===== src/rtl/core/pclip_pkg.sv =====
// ----------------------------------------------------------------------------
// pclip_pkg: shared types and constants for the single-plane polygon clipper
// Holds the payload structs, controller states and command/status bundles.
// ----------------------------------------------------------------------------
package pclip_pkg;

	localparam int MaxVertices = 64;
	localparam int CountCapInt = (2 * MaxVertices > 255) ? 255 : 2 * MaxVertices;
	localparam logic [7:0] CountCap = 8'(CountCapInt);
	localparam int DistW = 50;

	localparam logic [1:0] RegNormalX = 2'd0;
	localparam logic [1:0] RegNormalY = 2'd1;
	localparam logic [1:0] RegNormalZ = 2'd2;
	localparam logic [1:0] RegOffset  = 2'd3;

	typedef struct packed {
		logic signed [31:0] vert_x;
		logic signed [31:0] vert_y;
		logic signed [31:0] vert_z;
		logic               closes_polygon;
	} vert_in_t;

	typedef struct packed {
		logic signed [31:0] out_x;
		logic signed [31:0] out_y;
		logic signed [31:0] out_z;
		logic               vertex_valid;
		logic               polygon_done;
		logic [7:0]         vertex_count;
		logic               run_end;
	} vert_out_t;

	typedef enum logic [3:0] {
		ST_IDLE, ST_DIST0, ST_DIST1, ST_DIST2, ST_DIST3, ST_EDGE, ST_DIV,
		ST_LERP, ST_EMIT, ST_CHECK
	} ctrl_state_t;

	// source of an emitted item
	typedef enum logic [1:0] {
		SRC_B, SRC_P, SRC_DONE
	} emit_src_t;

	typedef struct packed {
		logic      load_in;     // capture input vertex
		logic      dist_step;   // one multiply-accumulate of the distance
		logic      dist_clr;
		logic      set_edge;    // select current edge
		logic      edge_close;  // 0: prev->cur, 1: cur->first
		logic      div_start;
		logic      div_step;
		logic      lerp_step;
		logic      emit;
		emit_src_t emit_src;
		logic      emit_last;
		logic      commit;      // update first/prev state
	} dp_cmd_t;

	typedef struct packed {
		logic       a_in;
		logic       b_in;
		logic       div_done;
		logic       lerp_done;
		logic       first_vtx;
		logic       closes;
	} dp_stat_t;

endpackage


===== src/rtl/core/polygon_clip_against_plane.sv =====
// ----------------------------------------------------------------------------
// polygon_clip_against_plane: one Sutherland-Hodgman plane stage
// Clips a streamed polygon against a configured plane in fixed point.
// ----------------------------------------------------------------------------
// One vertex is processed at a time, and a new vertex is not taken until the
// last one is finished. Each vertex runs a four-term distance and, unless it
// only opens a polygon, an edge check; each edge that crosses the plane adds a
// restoring divide and a per-coordinate interpolation before its results are
// emitted. A closing vertex also loads and checks its closing edge. Output
// items sit in a register and are held while stall is high.
module polygon_clip_against_plane (
	input  logic                 clk,
	input  logic                 arst_n,
	input  logic                 cfg_we,
	input  logic [1:0]           cfg_idx,
	input  logic [31:0]          cfg_data,
	input  logic                 in_valid,
	output logic                 in_stall,
	input  pclip_pkg::vert_in_t  in_data,
	output logic                 out_valid,
	input  logic                 out_stall,
	output pclip_pkg::vert_out_t out_data
);
	import pclip_pkg::*;

	dp_cmd_t  cmd;
	dp_stat_t stat;
	logic     busy, in_fire, out_free;

	assign in_stall = busy;
	assign in_fire  = in_valid && !busy;
	assign out_free = !out_valid || !out_stall;

	pclip_ctrl u_ctrl (
		.clk(clk), .arst_n(arst_n), .in_fire(in_fire), .out_free(out_free),
		.stat(stat), .busy(busy), .cmd(cmd)
	);

	pclip_dp u_dp (
		.clk(clk), .arst_n(arst_n), .cfg_we(cfg_we), .cfg_idx(cfg_idx),
		.cfg_data(cfg_data), .in_data(in_data), .cmd(cmd), .stat(stat),
		.out_valid(out_valid), .out_stall(out_stall), .out_data(out_data)
	);

	// done items carry no vertex
	a_done_novert: assert property (@(posedge clk) disable iff (!arst_n)
		out_valid && out_data.polygon_done |-> !out_data.vertex_valid)
		else $error("done item marked as vertex");

	// a done item always ends its run
	a_done_end: assert property (@(posedge clk) disable iff (!arst_n)
		out_valid && out_data.polygon_done |-> out_data.run_end)
		else $error("done item without run_end");

	// no new emit while a stalled result is pending
	a_no_overwrite: assert property (@(posedge clk) disable iff (!arst_n)
		out_valid && out_stall |-> !cmd.emit)
		else $error("result overwritten");

endmodule


===== src/rtl/core/pclip_ctrl.sv =====
// ----------------------------------------------------------------------------
// pclip_ctrl: clipper sequencer
// Walks each vertex through distance, its edge, any closing edge and their emits.
// ----------------------------------------------------------------------------
module pclip_ctrl (
	input  logic               clk,
	input  logic               arst_n,
	input  logic               in_fire,
	input  logic               out_free,
	input  pclip_pkg::dp_stat_t stat,
	output logic               busy,
	output pclip_pkg::dp_cmd_t cmd
);
	import pclip_pkg::*;

	ctrl_state_t state_q, state_d;
	logic        close_q, close_d;   // working on closing edge
	logic [1:0]  phase_q, phase_d;   // emit sequence position
	logic [1:0]  phase_d_w;

	always_ff @(posedge clk or negedge arst_n) begin
		if (!arst_n) begin
			state_q <= ST_IDLE;
			close_q <= 1'b0;
			phase_q <= 2'd0;
		end else begin
			state_q <= state_d;
			close_q <= close_d;
			phase_q <= phase_d;
		end
	end

	assign busy = (state_q != ST_IDLE);

	// emit plan for the current edge: phase 0 intersection point, phase 1 b, phase 2 done
	always_comb begin
		state_d  = state_q;
		close_d  = close_q;
		phase_d  = phase_q;
		phase_d_w = 2'd0;
		cmd      = '0;
		cmd.edge_close = close_q;
		cmd.emit_src = SRC_B;
		case (state_q)
			ST_IDLE: begin
				if (in_fire) begin
					cmd.load_in = 1'b1;
					cmd.dist_clr = 1'b1;
					state_d = ST_DIST0;
				end
			end
			ST_DIST0, ST_DIST1, ST_DIST2: begin
				cmd.dist_step = 1'b1;
				state_d = ctrl_state_t'(state_q + 4'd1);
			end
			ST_DIST3: begin
				cmd.dist_step = 1'b1;
				if (stat.first_vtx && !stat.closes) begin
					// opening vertex has no edge yet: just record it
					close_d = 1'b1;
					phase_d = 2'd3;
					state_d = ST_EMIT;
				end else begin
					close_d = stat.first_vtx;
					state_d = ST_EDGE;
				end
			end
			ST_EDGE: begin
				cmd.set_edge = 1'b1;
				state_d = ST_CHECK;
			end
			// classify the edge once its operands are loaded
			ST_CHECK: begin
				phase_d = 2'd0;
				if (!stat.a_in && !stat.b_in) begin
					state_d = ST_EMIT;
					phase_d = 2'd3;  // nothing from this edge
				end else if (stat.a_in && stat.b_in) begin
					state_d = ST_EMIT;
					phase_d = 2'd1;
				end else begin
					cmd.div_start = 1'b1;
					state_d = ST_DIV;
				end
			end
			ST_DIV: begin
				if (stat.div_done) state_d = ST_LERP;
				else cmd.div_step = 1'b1;
			end
			ST_LERP: begin
				cmd.lerp_step = 1'b1;
				if (stat.lerp_done) state_d = ST_EMIT;
			end
			ST_EMIT: begin
				// phase codes as in the emit plan above, with the top code for edge finished
				if (phase_q == 2'd3) begin
					if (!close_q && stat.closes) begin
						close_d = 1'b1;
						state_d = ST_EDGE;
					end else if (close_q && stat.closes) begin
						phase_d = 2'd2;
					end else begin
						cmd.commit = 1'b1;
						state_d = ST_IDLE;
					end
				end else begin
					cmd.emit_src = (phase_q == 2'd0) ? SRC_P :
						(phase_q == 2'd1) ? SRC_B : SRC_DONE;
					if (phase_q == 2'd0)
						phase_d_w = (!stat.a_in) ? 2'd1 : 2'd3;
					else if (phase_q == 2'd1)
						phase_d_w = 2'd3;
					else
						phase_d_w = 2'd3;
					cmd.emit_last = (phase_q == 2'd2) ||
						(phase_d_w == 2'd3 && !stat.closes);
					if (out_free) begin
						cmd.emit = 1'b1;
						if (phase_q == 2'd2) begin
							cmd.commit = 1'b1;
							state_d = ST_IDLE;
						end else begin
							phase_d = phase_d_w;
						end
					end
				end
			end
			default: state_d = ST_IDLE;
		endcase
	end

endmodule


===== src/rtl/core/pclip_dp.sv =====
// ----------------------------------------------------------------------------
// pclip_dp: clipper datapath
// Distance MAC, edge registers, restoring divider, interpolation and output.
// ----------------------------------------------------------------------------
module pclip_dp (
	input  logic                clk,
	input  logic                arst_n,
	input  logic                cfg_we,
	input  logic [1:0]          cfg_idx,
	input  logic [31:0]         cfg_data,
	input  pclip_pkg::vert_in_t in_data,
	input  pclip_pkg::dp_cmd_t  cmd,
	output pclip_pkg::dp_stat_t stat,
	output logic                out_valid,
	input  logic                out_stall,
	output pclip_pkg::vert_out_t out_data
);
	import pclip_pkg::*;

	logic signed [15:0] nx_q, ny_q, nz_q;
	logic signed [31:0] off_q;
	vert_in_t           cur_q;
	logic [1:0]         dstep_q;
	logic signed [DistW-1:0] dcur_q, dfirst_q, dprev_q;
	logic signed [31:0] first_q [3];
	logic signed [31:0] prev_q [3];
	logic               inpoly_q;
	logic [7:0]         cnt_q;
	logic signed [31:0] a_q [3];
	logic signed [31:0] b_q [3];
	logic signed [DistW-1:0] da_q, db_q;
	logic [DistW-1:0]   rem_q, den_q;
	logic [16:0]        t_q;
	logic [4:0]         dcnt_q;
	logic [1:0]         lcnt_q;
	logic signed [31:0] p_q [3];
	logic               ovld_q;
	vert_out_t          odat_q;
	vert_out_t          odat_d;

	// configuration registers
	always_ff @(posedge clk or negedge arst_n) begin
		if (!arst_n) begin
			nx_q <= '0; ny_q <= '0; nz_q <= 16'sd16384; off_q <= '0;
		end else if (cfg_we) begin
			case (cfg_idx)
				RegNormalX: nx_q  <= cfg_data[15:0];
				RegNormalY: ny_q  <= cfg_data[15:0];
				RegNormalZ: nz_q  <= cfg_data[15:0];
				RegOffset:  off_q <= cfg_data;
				default: ;
			endcase
		end
	end

	// distance term for the current step, one product per cycle
	logic signed [47:0] prod;
	logic signed [15:0] mul_a;
	logic signed [31:0] mul_b;
	always_comb begin
		case (dstep_q)
			2'd0: begin mul_a = nx_q; mul_b = cur_q.vert_x; end
			2'd1: begin mul_a = ny_q; mul_b = cur_q.vert_y; end
			2'd2: begin mul_a = nz_q; mul_b = cur_q.vert_z; end
			default: begin mul_a = -16'sd16384; mul_b = off_q; end
		endcase
		prod = mul_a * mul_b;
	end

	// intersection step for one coordinate
	logic signed [32:0] delta;
	logic [32:0]        mag;
	logic [49:0]        mprod;
	logic signed [33:0] stepv;
	logic signed [33:0] psum;
	logic [DistW-1:0]   rem_sh;
	always_comb begin
		delta  = 33'(b_q[lcnt_q]) - 33'(a_q[lcnt_q]);
		mag    = delta[32] ? 33'(-delta) : 33'(delta);
		mprod  = mag * t_q;
		stepv  = 34'({1'b0, mprod[48:16]});
		psum   = 34'(a_q[lcnt_q]) + (delta[32] ? -stepv : stepv);
		rem_sh = {rem_q[DistW-2:0], 1'b0};
	end

	logic signed [DistW-1:0] dab;
	assign dab = da_q - db_q;

	always_ff @(posedge clk) begin
		if (cmd.load_in) cur_q <= in_data;
		if (cmd.dist_clr) begin
			dcur_q <= '0; dstep_q <= 2'd0;
		end else if (cmd.dist_step) begin
			dcur_q <= dcur_q + DistW'(prod);
			dstep_q <= dstep_q + 2'd1;
		end
		// edge operands
		if (cmd.set_edge) begin
			if (cmd.edge_close) begin
				a_q[0] <= cur_q.vert_x; a_q[1] <= cur_q.vert_y; a_q[2] <= cur_q.vert_z;
				da_q <= dcur_q;
				db_q <= inpoly_q ? dfirst_q : dcur_q;
				if (inpoly_q) begin
					b_q <= first_q;
				end else begin
					b_q[0] <= cur_q.vert_x; b_q[1] <= cur_q.vert_y;
					b_q[2] <= cur_q.vert_z;
				end
			end else begin
				a_q <= prev_q; da_q <= dprev_q;
				b_q[0] <= cur_q.vert_x; b_q[1] <= cur_q.vert_y; b_q[2] <= cur_q.vert_z;
				db_q <= dcur_q;
			end
		end
		// restoring divider, one quotient bit a cycle
		if (cmd.div_start) begin
			dcnt_q <= 5'd0;
			t_q <= '0;
		end else if (cmd.div_step && dcnt_q == 5'd0) begin
			rem_q <= da_q[DistW-1] ? DistW'(-da_q) : DistW'(da_q);
			den_q <= dab[DistW-1] ? DistW'(-dab) : DistW'(dab);
			dcnt_q <= 5'd1;
		end else if (cmd.div_step && dcnt_q == 5'd1 && rem_q >= den_q) begin
			t_q <= 17'h10000;
			dcnt_q <= 5'd17;
		end else if (cmd.div_step) begin
			if (rem_sh >= den_q) begin
				rem_q <= rem_sh - den_q; t_q <= {t_q[15:0], 1'b1};
			end else begin
				rem_q <= rem_sh; t_q <= {t_q[15:0], 1'b0};
			end
			dcnt_q <= dcnt_q + 5'd1;
		end
		if (cmd.div_start) lcnt_q <= 2'd0;
		else if (cmd.lerp_step) begin
			p_q[lcnt_q] <= psum[31:0];
			lcnt_q <= lcnt_q + 2'd1;
		end
	end

	// polygon state
	always_ff @(posedge clk or negedge arst_n) begin
		if (!arst_n) begin
			inpoly_q <= 1'b0; cnt_q <= '0;
			dfirst_q <= '0; dprev_q <= '0;
			first_q <= '{default: '0}; prev_q <= '{default: '0};
		end else begin
			if (cmd.emit && cmd.emit_src != SRC_DONE && cnt_q < CountCap)
				cnt_q <= cnt_q + 8'd1;
			if (cmd.commit) begin
				prev_q[0] <= cur_q.vert_x; prev_q[1] <= cur_q.vert_y;
				prev_q[2] <= cur_q.vert_z;
				dprev_q <= dcur_q;
				if (!inpoly_q) begin
					first_q[0] <= cur_q.vert_x; first_q[1] <= cur_q.vert_y;
					first_q[2] <= cur_q.vert_z;
					dfirst_q <= dcur_q;
				end
				inpoly_q <= !cur_q.closes_polygon;
				if (!inpoly_q || cur_q.closes_polygon) cnt_q <= '0;
			end
		end
	end

	// output register
	always_ff @(posedge clk or negedge arst_n) begin
		if (!arst_n) ovld_q <= 1'b0;
		else if (cmd.emit) ovld_q <= 1'b1;
		else if (!out_stall) ovld_q <= 1'b0;
	end

	// assemble the next output item
	always_comb begin
		odat_d = '0;
		odat_d.run_end = cmd.emit_last;
		case (cmd.emit_src)
			SRC_P: begin
				odat_d.out_x = p_q[0]; odat_d.out_y = p_q[1];
				odat_d.out_z = p_q[2]; odat_d.vertex_valid = 1'b1;
			end
			SRC_B: begin
				odat_d.out_x = b_q[0]; odat_d.out_y = b_q[1];
				odat_d.out_z = b_q[2]; odat_d.vertex_valid = 1'b1;
			end
			default: begin
				odat_d.polygon_done = 1'b1;
				odat_d.vertex_count = cnt_q;
			end
		endcase
	end

	always_ff @(posedge clk) begin
		if (cmd.emit) odat_q <= odat_d;
	end

	assign out_valid = ovld_q;
	assign out_data  = odat_q;

	assign stat.a_in      = (da_q <= 0);
	assign stat.b_in      = (db_q <= 0);
	assign stat.div_done  = (dcnt_q == 5'd17);
	assign stat.lerp_done = (lcnt_q == 2'd2);
	assign stat.first_vtx = !inpoly_q;
	assign stat.closes    = cur_q.closes_polygon;

endmodule


===== config.mk =====
export PLATFORM = sky130hd
export DESIGN_NAME = polygon_clip_against_plane
export DESIGN_NICKNAME = d
export VERILOG_FILES = /design/src/rtl/core/pclip_pkg.sv /design/src/rtl/core/polygon_clip_against_plane.sv /design/src/rtl/core/pclip_ctrl.sv /design/src/rtl/core/pclip_dp.sv
export SDC_FILE = /design/constraint.sdc
export NUM_CORES = 2
export LEC_CHECK = 0
export ABC_AREA = 1
export ABC_CLOCK_PERIOD_IN_PS = 15500
export BUFFER_PORTS_ARGS = -buffer_cell sky130_fd_sc_hd__buf_2
export CORE_MARGIN = 2
export CORE_UTILIZATION = 30
export CTS_BUF_LIST = sky130_fd_sc_hd__clkbuf_4 sky130_fd_sc_hd__clkbuf_8
export CTS_CLUSTER_SIZE = 10
export DETAILED_ROUTE_END_ITERATION = 10
export PLACE_DENSITY = 0.42
export SETUP_SLACK_MARGIN = 0.2
export SYNTH_ARGS = -nofsm -noshare
export SYNTH_HDL_FRONTEND = slang
export SYNTH_SLANG_ARGS = --single-unit

===== constraint.sdc =====
create_clock -name clk -period 15.5 [get_ports clk]
set_input_delay 1.55 -clock clk [delete_from_list [all_inputs] [get_ports clk]]
set_output_delay 1.55 -clock clk [all_outputs]
set_load 0.01 [all_outputs]

==> flow_summary.json <==
{
  "outcome": "finished, violations left",
  "violations": "max-capacitance violations",
  "finalClockSkew_ns": 0.150,
  "finalWirelength_um": 378000,
  "first_pass_grt_wire_length_um": 564000,
  "drt-pass1-iter-count": 6,
  "post_drt_via_cell_ratio": 4.89,
  "finish.net_count": 13889,
  "hp-start": "u_dp.dfirst_q[15]$_DFFE_PN0P_",
  "cp_slowest_stage_delay_ns": 0.62,
  "drc_errors": 0,
  "drt_iter0_markers": 6781,
  "buffer_ports.inserted": 244,
  "synth_seq_cells": 1157,
  "synth_enable_flop_cells": 692,
  "cp_data_required_time_ns": 16.23,
  "postSynthNetCount": 13687,
  "synth.avg_cell_area_sq_um": 8.28,
  "critical-path-slowest-cell": "fa_1",
  "syn_area_sq_mm": 0.0998,
  "grt_pass1_vias": 84178,
  "layout_min_cycle_time_ns": 14.41,
  "areaGrowthSynthToFinish_pct": 11.2,
  "setup-tns-final_ns": 0,
  "drtAntennaViolNets": 0,
  "synthTopCellsByArea": "edfxtp_1 (21%), fa_1 (20%), nand2_1 (11%), dfrtp_1 (9.7%), inv_1 (7.9%)",
  "ys.flop_type": "edfxtp_1",
  "timing_max_transition_violations_final": 0,
  "postCtsSetupRepairBufs": 0,
  "rsz0062_at_grt": "false",
  "hpwl_um": 301000,
  "worstSkewPairLatency_ns": 1.08,
  "total_of_hold_buffers_inserted_after_clock_tree_synthesis": 0,
  "cts_tree": "done",
  "critical_path.startpoint_type": "flip-flop",
  "finalWeightedCongestion": 0.948,
  "r2r.worst_path.cells": 61,
  "floorplan.core_area_sq_mm": 0.331,
  "die_w_um": 581,
  "drive_above_1_share": 0.0826,
  "critical_path.max_fanout": 43,
  "timing.critical_path.mode_cell": "nand2_1",
  "clock_tree.buffer_depth": 4,
  "relSlewSlack": 0.0119,
  "core.rowCount": 211,
  "setup.reg_to_reg.worst_slack_ns": 1.09,
  "start_util": 0.302,
  "post-route-period-util": 0.930,
  "grt_antenna_before_repair": 20,
  "sequential_share_of_the_synthesized_area": 0.321,
  "syn_inst": 12060,
  "grt_start_max_net_pins": 185,
  "setup_crit_path_kind": "reg2reg",
  "synth_top_cells_by_count": "nand2_1 (2879), inv_1 (2110), nor2_1 (1050), fa_1 (1010), o21ai_0 (972)",
  "total_via_count_in_the_routed_design": 82254,
  "worst_min_delay_path_category": "reg2reg",
  "ys_warn_count": 0,
  "crit_arrival_ns": 15.14,
  "clk_transition_reported_paths_ns": 0.06,
  "die_h_um": 581,
  "hold_viol_final": 0,
  "dieArea_sq_mm": 0.337,
  "hold_end": "u_dp.dfirst_q[15]$_DFFE_PN0P_",
  "max_cap_violations": 1,
  "synth_top_cell_area_share": 0.208,
  "clock_tree.root_cell": "clkbuf_8",
  "cts_inserted_buffers": 223,
  "setup_violations": 0,
  "yosysTopAreaCell": "edfxtp_1",
  "yosys.cell_types.count": 72,
  "synth-async-reset-ratio": 0.336,
  "boundaryPins": 245,
  "grt_use_total": 0.223,
  "cts_max_level": 4,
  "worst_setup_path_end_kind": "flip-flop",
  "worst_pin_slew_ns": 1.47,
  "hold_depth": 2,
  "grt-ovfl-total": 0,
  "reg2reg_to": "u_dp.p_q[0][31]$_DFFE_PP_",
  "cts.sink_count": 1157,
  "post_drt_wl_per_cell_um": 22.5,
  "rr_startpoint": "u_dp.lcnt_q[0]$_SDFFE_PP0P_",
  "synth_most_common_cell": "nand2_1",
  "max_freq_ghz": 0.0694
}
-- state kept, by name (all words and copies together), names as in the netlist, 96 cells and up --
name and flops:
u_dp.a_q 96, u_dp.b_q 96, u_dp.cur_q 96, u_dp.first_q 96, u_dp.out_data 107, u_dp.p_q 96
u_dp.prev_q 96
-- worst max-delay path: cells and delay by family (launching register included) --
kind / cells / cell delay, ns
adders and majority gates: 10 / 4.49
DFF: 1 / 0.32
and+or+nand+nor: 26 / 3.58
xor gates and xnor gates: 2 / 0.74
buffers and inverters: 15 / 3.11
AOI/OAI and AO/OA: 8 / 1.90
-- per-layer routing --
layer,vias up,track usage,share of wire
met5,-,0,0.000034
met3,475,0.0329,0.058
met1,40937,0.317,0.47
li1,38471,-,-
met4,2,0.0621,0.030
met2,2369,0.352,0.45
-- stage by stage --
step           worst slack (ns)   util  cells  hold slack (ns)  area (sq um)
2_1_floorplan              1.53      -  12060            0.448         99800
3_3_place_gp              0.993  0.321  16402            0.461        106000
3_5_place_dp              0.969  0.321  16402            0.465        106000
4_1_cts                   0.903  0.335  16818            0.479        111000
5_1_grt                   0.213  0.335  16822            0.494        111000
6_report                   1.09  0.335  16826            0.474        111000
-- worst max path at each step --
stage / from / slack (ns) / to
6_report: u_dp.lcnt_q[0]$_SDFFE_PP0P_ / 1.09 / u_dp.p_q[0][31]$_DFFE_PP_
5_1_grt: u_dp.lcnt_q[0]$_SDFFE_PP0P_ / 0.21 / u_dp.p_q[0][31]$_DFFE_PP_
4_1_cts: u_dp.lcnt_q[1]$_SDFFE_PP0P_ / 0.90 / u_dp.p_q[1][31]$_DFFE_PP_
3_5_place_dp: u_dp.lcnt_q[0]$_SDFFE_PP0P_ / 0.97 / u_dp.p_q[2][31]$_DFFE_PP_
3_3_place_gp: u_dp.lcnt_q[0]$_SDFFE_PP0P_ / 0.99 / u_dp.p_q[0][31]$_DFFE_PP_
2_1_floorplan: u_ctrl.state_q[1]$_DFFE_PN0P_ / 1.53 / u_ctrl.state_q[3]$_DFFE_PN0P_
-- kinds of logic after synthesis --
family                     Yosys count  share of synthesized area
AOI/OAI and AO/OA                 1928                      0.106
muxes                                4                   0.000451
buffers and inverters             2602                     0.0984
adders and majority gates         1491                      0.263
xor gates and xnor gates           289                     0.0257
and+or+nand+nor                   4589                      0.186
DFF                               1157                      0.321
-- layout by cell type, fill, tap and decap left out, types with 19 or more instances in the layout --
| master | synthesis | routed |
|---|---|---|
| buf_4 | 4 | 178 |
| edfxtp_1 | 692 | 692 |
| o21ai_0 | 972 | 965 |
| xor2_1 | 165 | 165 |
| o21ai_1 | 27 | 34 |
| nor2_1 | 1050 | 1039 |
| dfxtp_1 | 76 | 76 |
| nand2_2 | 35 | 35 |
| nand2_1 | 2879 | 2879 |
| nor4_1 | 30 | 30 |
| a21o_1 | 23 | 23 |
| fa_1 | 1010 | 1010 |
| nor3_1 | 73 | 73 |
| clkinv_1 | 21 | 65 |
| nand4_1 | 61 | 61 |
| dfrtp_1 | 388 | 386 |
| xnor2_1 | 119 | 119 |
| clkbuf_8 | 0 | 241 |
| a32oi_1 | 31 | 31 |
| buf_2 | 10 | 243 |
| nand3_1 | 312 | 309 |
| clkinv_2 | 0 | 33 |
| o21bai_1 | 19 | 19 |
| a21oi_1 | 606 | 606 |
| clkbuf_4 | 0 | 72 |
| o211ai_1 | 56 | 56 |
| inv_2 | 22 | 25 |
| o221ai_1 | 39 | 35 |
| inv_1 | 2110 | 2106 |
| ha_1 | 481 | 480 |
| or2_2 | 86 | 86 |
| o21a_1 | 19 | 19 |
| a31oi_1 | 55 | 55 |
-- repair_timing --
item | 4_1_cts | 5_1_grt
resized for setup | 0 | 2
setup endpoints to repair | 0 | 6
endpoints found under the hold margin | 0 | 0
-- cell type report --
type / count / area [sq um]
repair buffers: 426 / 2640
fillers: 34976 / 220000
clock inverters: 104 / 752
diodes: 7 / 17.5
well taps: 4366 / 5460
clock buffers: 312 / 3840
multi-input cells: 8301 / 58100
flip-flops and latches: 1157 / 32000
inverters: 2153 / 8090
Power is left out: the tool's default activity adds up to more than one toggle a clock period on the data nets, which glitch-free logic cannot reach.
